### config.mk
export PLATFORM = sky130hd
export DESIGN_NAME = pmsm_mul
export DESIGN_NICKNAME = d
export VERILOG_FILES = /design/src/hw/rtl/pmsm_pkg.sv /design/src/hw/rtl/pmsm_mul.sv
export SDC_FILE = /design/constraint.sdc
export NUM_CORES = 2
export LEC_CHECK = 0
export BUFFER_PORTS_ARGS = -buffer_cell sky130_fd_sc_hd__buf_2
export CORE_UTILIZATION = 40
export CTS_CLUSTER_DIAMETER = 50
export DETAILED_ROUTE_END_ITERATION = 8
export GPL_ROUTABILITY_DRIVEN = 0
export HOLD_SLACK_MARGIN = 0.05
export PLACE_DENSITY_LB_ADDON = 0.25
export SLEW_MARGIN = 20
export SYNTH_ARGS = -nofsm -noshare
export SYNTH_HDL_FRONTEND = slang
export SYNTH_SLANG_ARGS = --single-unit
### constraint.sdc
create_clock -name clk -period 10.72 [get_ports clk]
set_clock_uncertainty 0.2 [all_clocks]
set_input_delay 1.072 -clock clk [delete_from_list [all_inputs] [get_ports clk]]
set_output_delay 1.072 -clock clk [all_outputs]
set_load 0.05 [all_outputs]
### src/hw/rtl/pmsm_pkg.sv
// Shared constants, types and arithmetic helpers for the PMSM model step core.
package pmsm_pkg;

    // Fixed-point layout
    localparam int SINE_TABLE_BITS = 10;
    localparam int FRAC_BITS       = 16;
    localparam int POS_FRAC        = 24;
    localparam int QSIZE_BITS      = SINE_TABLE_BITS - 2;
    localparam int QSIZE           = 1 << QSIZE_BITS;
    localparam int QS_W            = FRAC_BITS + 1;
    localparam int SINE_W          = FRAC_BITS + 2;

    // Shared multiplier and internal widths
    localparam int MUL_W     = 33;
    localparam int PROD_W    = 2 * MUL_W;
    localparam int TMP_W     = PROD_W - FRAC_BITS;
    localparam int DOT_W     = TMP_W + 2;
    localparam int WIDE_W    = PROD_W + 2;
    localparam int TRAP_SHIFT = 33;
    localparam int POS_SHIFT  = FRAC_BITS + TRAP_SHIFT - POS_FRAC;

    localparam longint unsigned HALF_PI_Q30 = 64'd1686629713;
    localparam logic [29:0]     TURNS_PER_RAD_Q32 = 30'd683565276;
    localparam logic [31:0]     THIRD_TURN = 32'h5555_5555;

    // Configuration register indexes
    localparam int CFG_IDX_W = 3;
    localparam logic [CFG_IDX_W-1:0] CFG_MODE      = 3'd0;
    localparam logic [CFG_IDX_W-1:0] CFG_TIME_STEP = 3'd1;
    localparam logic [CFG_IDX_W-1:0] CFG_POLES     = 3'd2;
    localparam logic [CFG_IDX_W-1:0] CFG_FLUX      = 3'd3;
    localparam logic [CFG_IDX_W-1:0] CFG_RES       = 3'd4;
    localparam logic [CFG_IDX_W-1:0] CFG_INV_L     = 3'd5;
    localparam logic [CFG_IDX_W-1:0] CFG_INV_J     = 3'd6;

    typedef logic signed [MUL_W-1:0]  mul_op_t;
    typedef logic signed [PROD_W-1:0] prod_t;
    typedef logic signed [TMP_W-1:0]  tmp_t;
    typedef logic signed [DOT_W-1:0]  dot_t;
    typedef logic signed [WIDE_W-1:0] wide_t;
    typedef logic [QSIZE-1:0][QS_W-1:0] qsine_tab_t;

    typedef struct packed {
        logic signed [31:0] volt_a;
        logic signed [31:0] volt_b;
        logic signed [31:0] volt_c;
        logic signed [31:0] load_torque;
        logic signed [31:0] forced_speed;
    } item_t;

    typedef struct packed {
        logic signed [31:0] motor_torque;
        logic signed [31:0] current_a;
        logic signed [31:0] current_b;
        logic signed [31:0] current_c;
        logic signed [31:0] rotor_speed;
        logic signed [31:0] rotor_acceleration;
        logic signed [47:0] rotor_position;
    } result_t;

    // Request to the shared multiplier
    typedef struct packed {
        logic       en;
        mul_op_t    a;
        mul_op_t    b;
    } mul_req_t;

    // Unsigned long division by shift and subtract, used only to build the table
    function automatic longint unsigned udiv64(input longint unsigned num,
                                               input longint unsigned den);
        longint unsigned q;
        longint unsigned rem;
        q   = '0;
        rem = '0;
        for (int i = 63; i >= 0; i--)
        begin
            rem  = {rem[62:0], num[i]};
            q[i] = 1'b0;
            if (rem >= den)
            begin
                rem  = rem - den;
                q[i] = 1'b1;
            end
        end
        udiv64 = q;
    endfunction

    // Quarter-wave sine sample in Q.F, Taylor series to x^15 in Q30
    function automatic logic [QS_W-1:0] qsine_val(input int unsigned r);
        longint unsigned x;
        longint unsigned term;
        longint          sum;
        x = (longint'(r) * HALF_PI_Q30) >> QSIZE_BITS;
        term = x;
        sum = longint'(x);
        for (int n = 1; n <= 7; n++)
        begin
            term = (term * x) >> 30;
            term = (term * x) >> 30;
            term = udiv64(term, 64'((2 * n) * (2 * n + 1)));
            if (n[0])
                sum = sum - longint'(term);
            else
                sum = sum + longint'(term);
        end
        if (sum > (longint'(1) << 30))
            sum = longint'(1) << 30;
        if (sum < 0)
            sum = 0;
        qsine_val = QS_W'((sum + (longint'(1) << (29 - FRAC_BITS))) >>> (30 - FRAC_BITS));
    endfunction

    function automatic qsine_tab_t build_qsine();
        qsine_tab_t t;
        for (int r = 0; r < QSIZE; r++)
        begin
            t[r] = qsine_val(r);
        end
        build_qsine = t;
    endfunction

    localparam qsine_tab_t       QSINE_TAB = build_qsine();
    localparam logic [QS_W-1:0]  QSINE_TOP = qsine_val(QSIZE);

    // Sine of a turn fraction from the quarter-wave table
    function automatic logic signed [SINE_W-1:0] sine_lookup(input logic [31:0] angle);
        logic [SINE_TABLE_BITS-1:0] idx;
        logic [1:0]                 quad;
        logic [QSIZE_BITS-1:0]      r;
        logic [QSIZE_BITS-1:0]      rn;
        logic [QS_W-1:0]            mag;
        idx  = angle[31 -: SINE_TABLE_BITS];
        quad = idx[SINE_TABLE_BITS-1 -: 2];
        r    = idx[QSIZE_BITS-1:0];
        rn   = -r;
        if (!quad[0])
            mag = QSINE_TAB[r];
        else if (r == '0)
            mag = QSINE_TOP;
        else
            mag = QSINE_TAB[rn];
        if (quad[1])
            sine_lookup = -$signed({1'b0, mag});
        else
            sine_lookup = $signed({1'b0, mag});
    endfunction

    function automatic logic signed [31:0] sat32(input wide_t v);
        if ((&v[WIDE_W-1:31]) || !(|v[WIDE_W-1:31]))
            sat32 = v[31:0];
        else if (v[WIDE_W-1])
            sat32 = 32'sh8000_0000;
        else
            sat32 = 32'sh7FFF_FFFF;
    endfunction

    function automatic logic signed [47:0] sat48(input wide_t v);
        if ((&v[WIDE_W-1:47]) || !(|v[WIDE_W-1:47]))
            sat48 = v[47:0];
        else if (v[WIDE_W-1])
            sat48 = {1'b1, 47'b0};
        else
            sat48 = {1'b0, {47{1'b1}}};
    endfunction

    // Shift right with the magnitude rounded toward zero
    function automatic prod_t trunc_shr(input prod_t p, input int sh);
        prod_t bias;
        bias = $signed((PROD_W'(1) << sh) - PROD_W'(1));
        if (p[PROD_W-1])
            trunc_shr = (p + bias) >>> sh;
        else
            trunc_shr = p >>> sh;
    endfunction

endpackage

### src/hw/rtl/pmsm_mul.sv
// Shared signed multiplier with a registered product.
module pmsm_mul (
    input  logic                clk,
    input  pmsm_pkg::mul_req_t  req,
    output pmsm_pkg::prod_t     prod
);

    pmsm_pkg::prod_t prod_reg;
    pmsm_pkg::prod_t prod_next;

    // Form the full-width product
    assign prod_next = $signed(req.a) * $signed(req.b);

    // Capture on request
    always_ff @(posedge clk)
    begin
        if (req.en)
            prod_reg <= prod_next;
    end

    assign prod = prod_reg;

endmodule

== Word-level counts from Yosys, hierarchy flattened ==
Cells that the tools add are included.
Word-level totals
  bits in registers: 66
  latch bits: 0
  RAM bits: 0
  memory bits (read-only): 0
  input port bits: 68
  output and inout port bits: 66
  logic and storage cells: 2
  memories kept: 0
Operators by class
  $add $sub $neg: 0
  $mul: 1
  divide/modulo/power cells: 0
  magnitude comparators: 0
  equality and inequality tests: 0
  shift-type cells: 0
  muxes and demuxes: 0
  bitwise logic cells: 0
  reduce and logical (&&, ||, !) cells: 0
Operators with widths (count)
  33-bit by 33-bit multiplier with 66-bit output: 1

== Longest topological paths before layout ==
  word-level depth: 1
  mapped depth: 29
  depth with buffers taken out: 27

== Worst setup path before layout ==
Ideal clock, no wire load.
  path kind: in2reg
  from: input req[65] in the netlist's numbering
  to: register prod_reg[65] (netlist: prod[65]), data pin
  library setup time: 0.263 ns
  arrival time: 8.165 ns
  required time: 10.257 ns
  setup slack: 2.092 ns
  stages: 22
  path buffers: 2
  cell sequence: clkbuf_1 nand2_1 inv_1 fa_1 fa_1 fa_1 fa_1 fa_1 fa_1 fa_1 inv_1 fa_1 inv_1 ha_1 clkbuf_1 a21o_1 a21o_1 a221o_1 a31oi_2 o211ai_1 o41ai_2 xnor2_1
Between the ends
  cells in the longest elaborated chain, start to end: 1
Ends and longest elaborated chain
  start: declaration: RTL line pmsm_mul.sv:4  | input pmsm_pkg::mul_req_t req,
  33-bit by 33-bit multiplier with 66-bit output: RTL line pmsm_mul.sv:12  | assign prod_next = $signed(req.a) * $signed(req.b);
  net prod_next[65]: RTL line pmsm_mul.sv:9  | pmsm_pkg::prod_t prod_next;
  end signal: assignment: RTL line pmsm_mul.sv:18  | prod_reg <= prod_next;
  end: declaration: RTL line pmsm_mul.sv:8  | pmsm_pkg::prod_t prod_reg;
The timed path passes the listed nets, and every way through them passes these cells.
A chain may end at the register's enable or synchronous reset.

== Worst setup path in the final report ==
  from: input req[7] in the netlist's numbering
  to: register prod_reg[59] (netlist: prod[59]), data pin
Same word-level chain as after synthesis.

==> results.toml <==
[outcome]
status = "finished, final reports clean"

[setup_path]
crit_slowest_cell = "fa_1"
arrival_ns = 9.06
end_kind = "flip-flop"
path_common_cell = "fa_1"
start_kind = "input port"
critical-path-top-delay-family = "adder cells"
path_buf_inv = 6
cp_max_fo = 20
crit_type = "in -> reg"
worstPathRequired_ns = 10.63
critPathLaunch = "req[7]"
cp-endpoint = "prod[59]"
crit_chain = "buf_2 -> nand2_1 -> inv_1 -> fa_1 -> fa_1 -> inv_1 -> fa_1 -> inv_1 -> fa_1 -> fa_1 -> fa_1 -> fa_1 -> inv_1 -> fa_1 -> inv_1 -> ha_1 -> a21o_1 -> a211oi_1 -> a31oi_1 -> a211oi_2 -> o21ai_1 -> o41ai_2 -> xnor2_1"
path_depth = 23
crit_path_max_incr_delay_ns = 1.20

[global_routing]
grt_usage_pct = 23.5
grt_overflow = 0
grt_pass1_vias = 31100
antenna_found_initial = 8
grt_max_degree = 63
grt_first_pass_wirelength_mm = 183

[layout]
drive_gt1_share_pct = 4.63
syn_to_final_growth_pct = 4.90
fin_util_pct = 42.3
layout.nets = 5680
largest_reg_flops = 66

[synthesis]
synth_warnings = 0
synth_common_cells = "fa_1 (1145), inv_1 (1133), and2_1 (562), nand2_1 (543), clkbuf_1 (220)"
async_flop_share_pct = 0
syn_inst = 4302
synth.avg_cell_area_um2 = 9.54
ys_types = 61
syn_nets = 5732
synthesis.area_um2 = 41000
ys_seq_elements = 66
yosysTopAreaCellShare_pct = 55.9
ys_seq_area_share_pct = 4.83
synth.area.top_cells = "fa_1 (56%), inv_1 (10%), and2_1 (8.6%)"
synth_edf_count = 66
synth.most_common_cell = "fa_1"
synth-main-ff-cell = "edfxtp_1"
yosysTopAreaCell = "fa_1"

[die]
die_area_um2 = 104000
start_util_pct = 40.3
rows = 117
die_x_um = 322
io_pins = 134
coreArea_um2 = 102000
die_h_um = 322

[timing]
fmax_mhz = 109
hold_ws_ns = 0.853
grt_setup_unrepaired = "no"
worstMarginPinSlew_ns = 1.13
relSlewSlack_pct = 24.6
setup_viol = 0
post-route-min-period_ns = 9.15
hold_viol = 0
fin_setup_tns_ns = 0
min_period_over_period_pct = 85.4
drv_slew = 0

[clock_tree]
hold_buffers = 0
cts_resized = 0
numCtsBuffers = 9
tritoncts = "yes"
clkTransAtPathRegs_ns = 0.06
cts_buffer_depth = 2
post_cts_buffers = 0
cts_sinks = 66
root_buffer = "clkbuf_16"
h-tree-depth = 3

[drt]
routed_wl_mm = 117
vias = 28300
firstDrtPassIters = 5
drc = 0
antenna_left = 0
viasPerCell = 5.02
wl_per_cell_um = 20.8
initialDrtViolationCount = 1616

[placement]
dp.final_hpwl_mm = 96.3
port_buffers = 133

[job]
maxCapViolCount = 0

[hold_path]
hp-class = "in -> reg"
[cell usage in the layout, fill, tap and decap left out, types with 4 or more instances in the layout]
cell and n:
a211oi_1 5, a211oi_2 4, a21o_1 28, a21oi_1 73
a31oi_1 9, and2_1 562, and3_1 7, and4_1 7
buf_2 133, buf_4 25, clkbuf_16 9, diode_2 4
edfxtp_1 66, fa_1 1144, ha_1 217, inv_1 1132
nand2_1 543, nand2b_1 9, nand3_1 18, nand4_1 9
nor2_1 47, nor3_1 7, nor4_1 5, o211ai_1 7
o21a_1 7, o21ai_0 37, o21ai_1 5, o21bai_1 8
or2_2 4, xnor2_1 55, xor2_1 20
[cells by family after synthesis]
group | synth area share [%]
buffers and inverters | 12.4
adder cells (fa/ha/maj) | 62.5
AO/OA/AOI/OAI | 3.54
flip-flops | 4.83
XOR/XNOR | 1.60
AND/OR/NAND/NOR | 15.1
[area by class of cell]
type / instances / area, um^2
timing repair buffer: 158 / 853
fill: 10100 / 58700
multi-input combinational: 2882 / 34000
tap: 1368 / 1710
inverter: 1133 / 4250
sequential: 66 / 1980
clock inverter: 7 / 46.3
antenna: 4 / 10.0
clock buffer: 9 / 225
[worst min path at each step]
stage | from | to | depth (start not counted)
2_1_floorplan | req[66] | prod[0] | 0
3_3_place_gp | req[66] | prod[53] | 1
3_5_place_dp | req[66] | prod[53] | 1
4_1_cts | req[66] | prod[53] | 1
5_1_grt | req[66] | prod[53] | 1
6_report | req[66] | prod[53] | 1
[layer usage]
| metal | vias to the layer above | track usage [%] | wire [um] |
|---|---|---|---|
| li1 | 12200 | - | - |
| met1 | 15100 | 28.1 | 44800 |
| met2 | 744 | 42.8 | 62100 |
| met3 | 227 | 2.68 | 4720 |
| met4 | 10 | 9.59 | 5480 |
| met5 | - | 0 | 61 |
[metrics by stage]
step / cell area (um^2) / instances / setup slack, ns
after global placement: 42800 / 5607 / 1.24
after CTS: 43000 / 5623 / 1.63
after global routing: 43000 / 5624 / 1.22
after floorplan: 41000 / 4302 / 2.09
after detailed placement: 42800 / 5607 / 1.23
final: 43000 / 5627 / 1.57
Power is left out: the tool's default activity adds up to more than one toggle a clock period on the data nets, which glitch-free logic cannot reach.
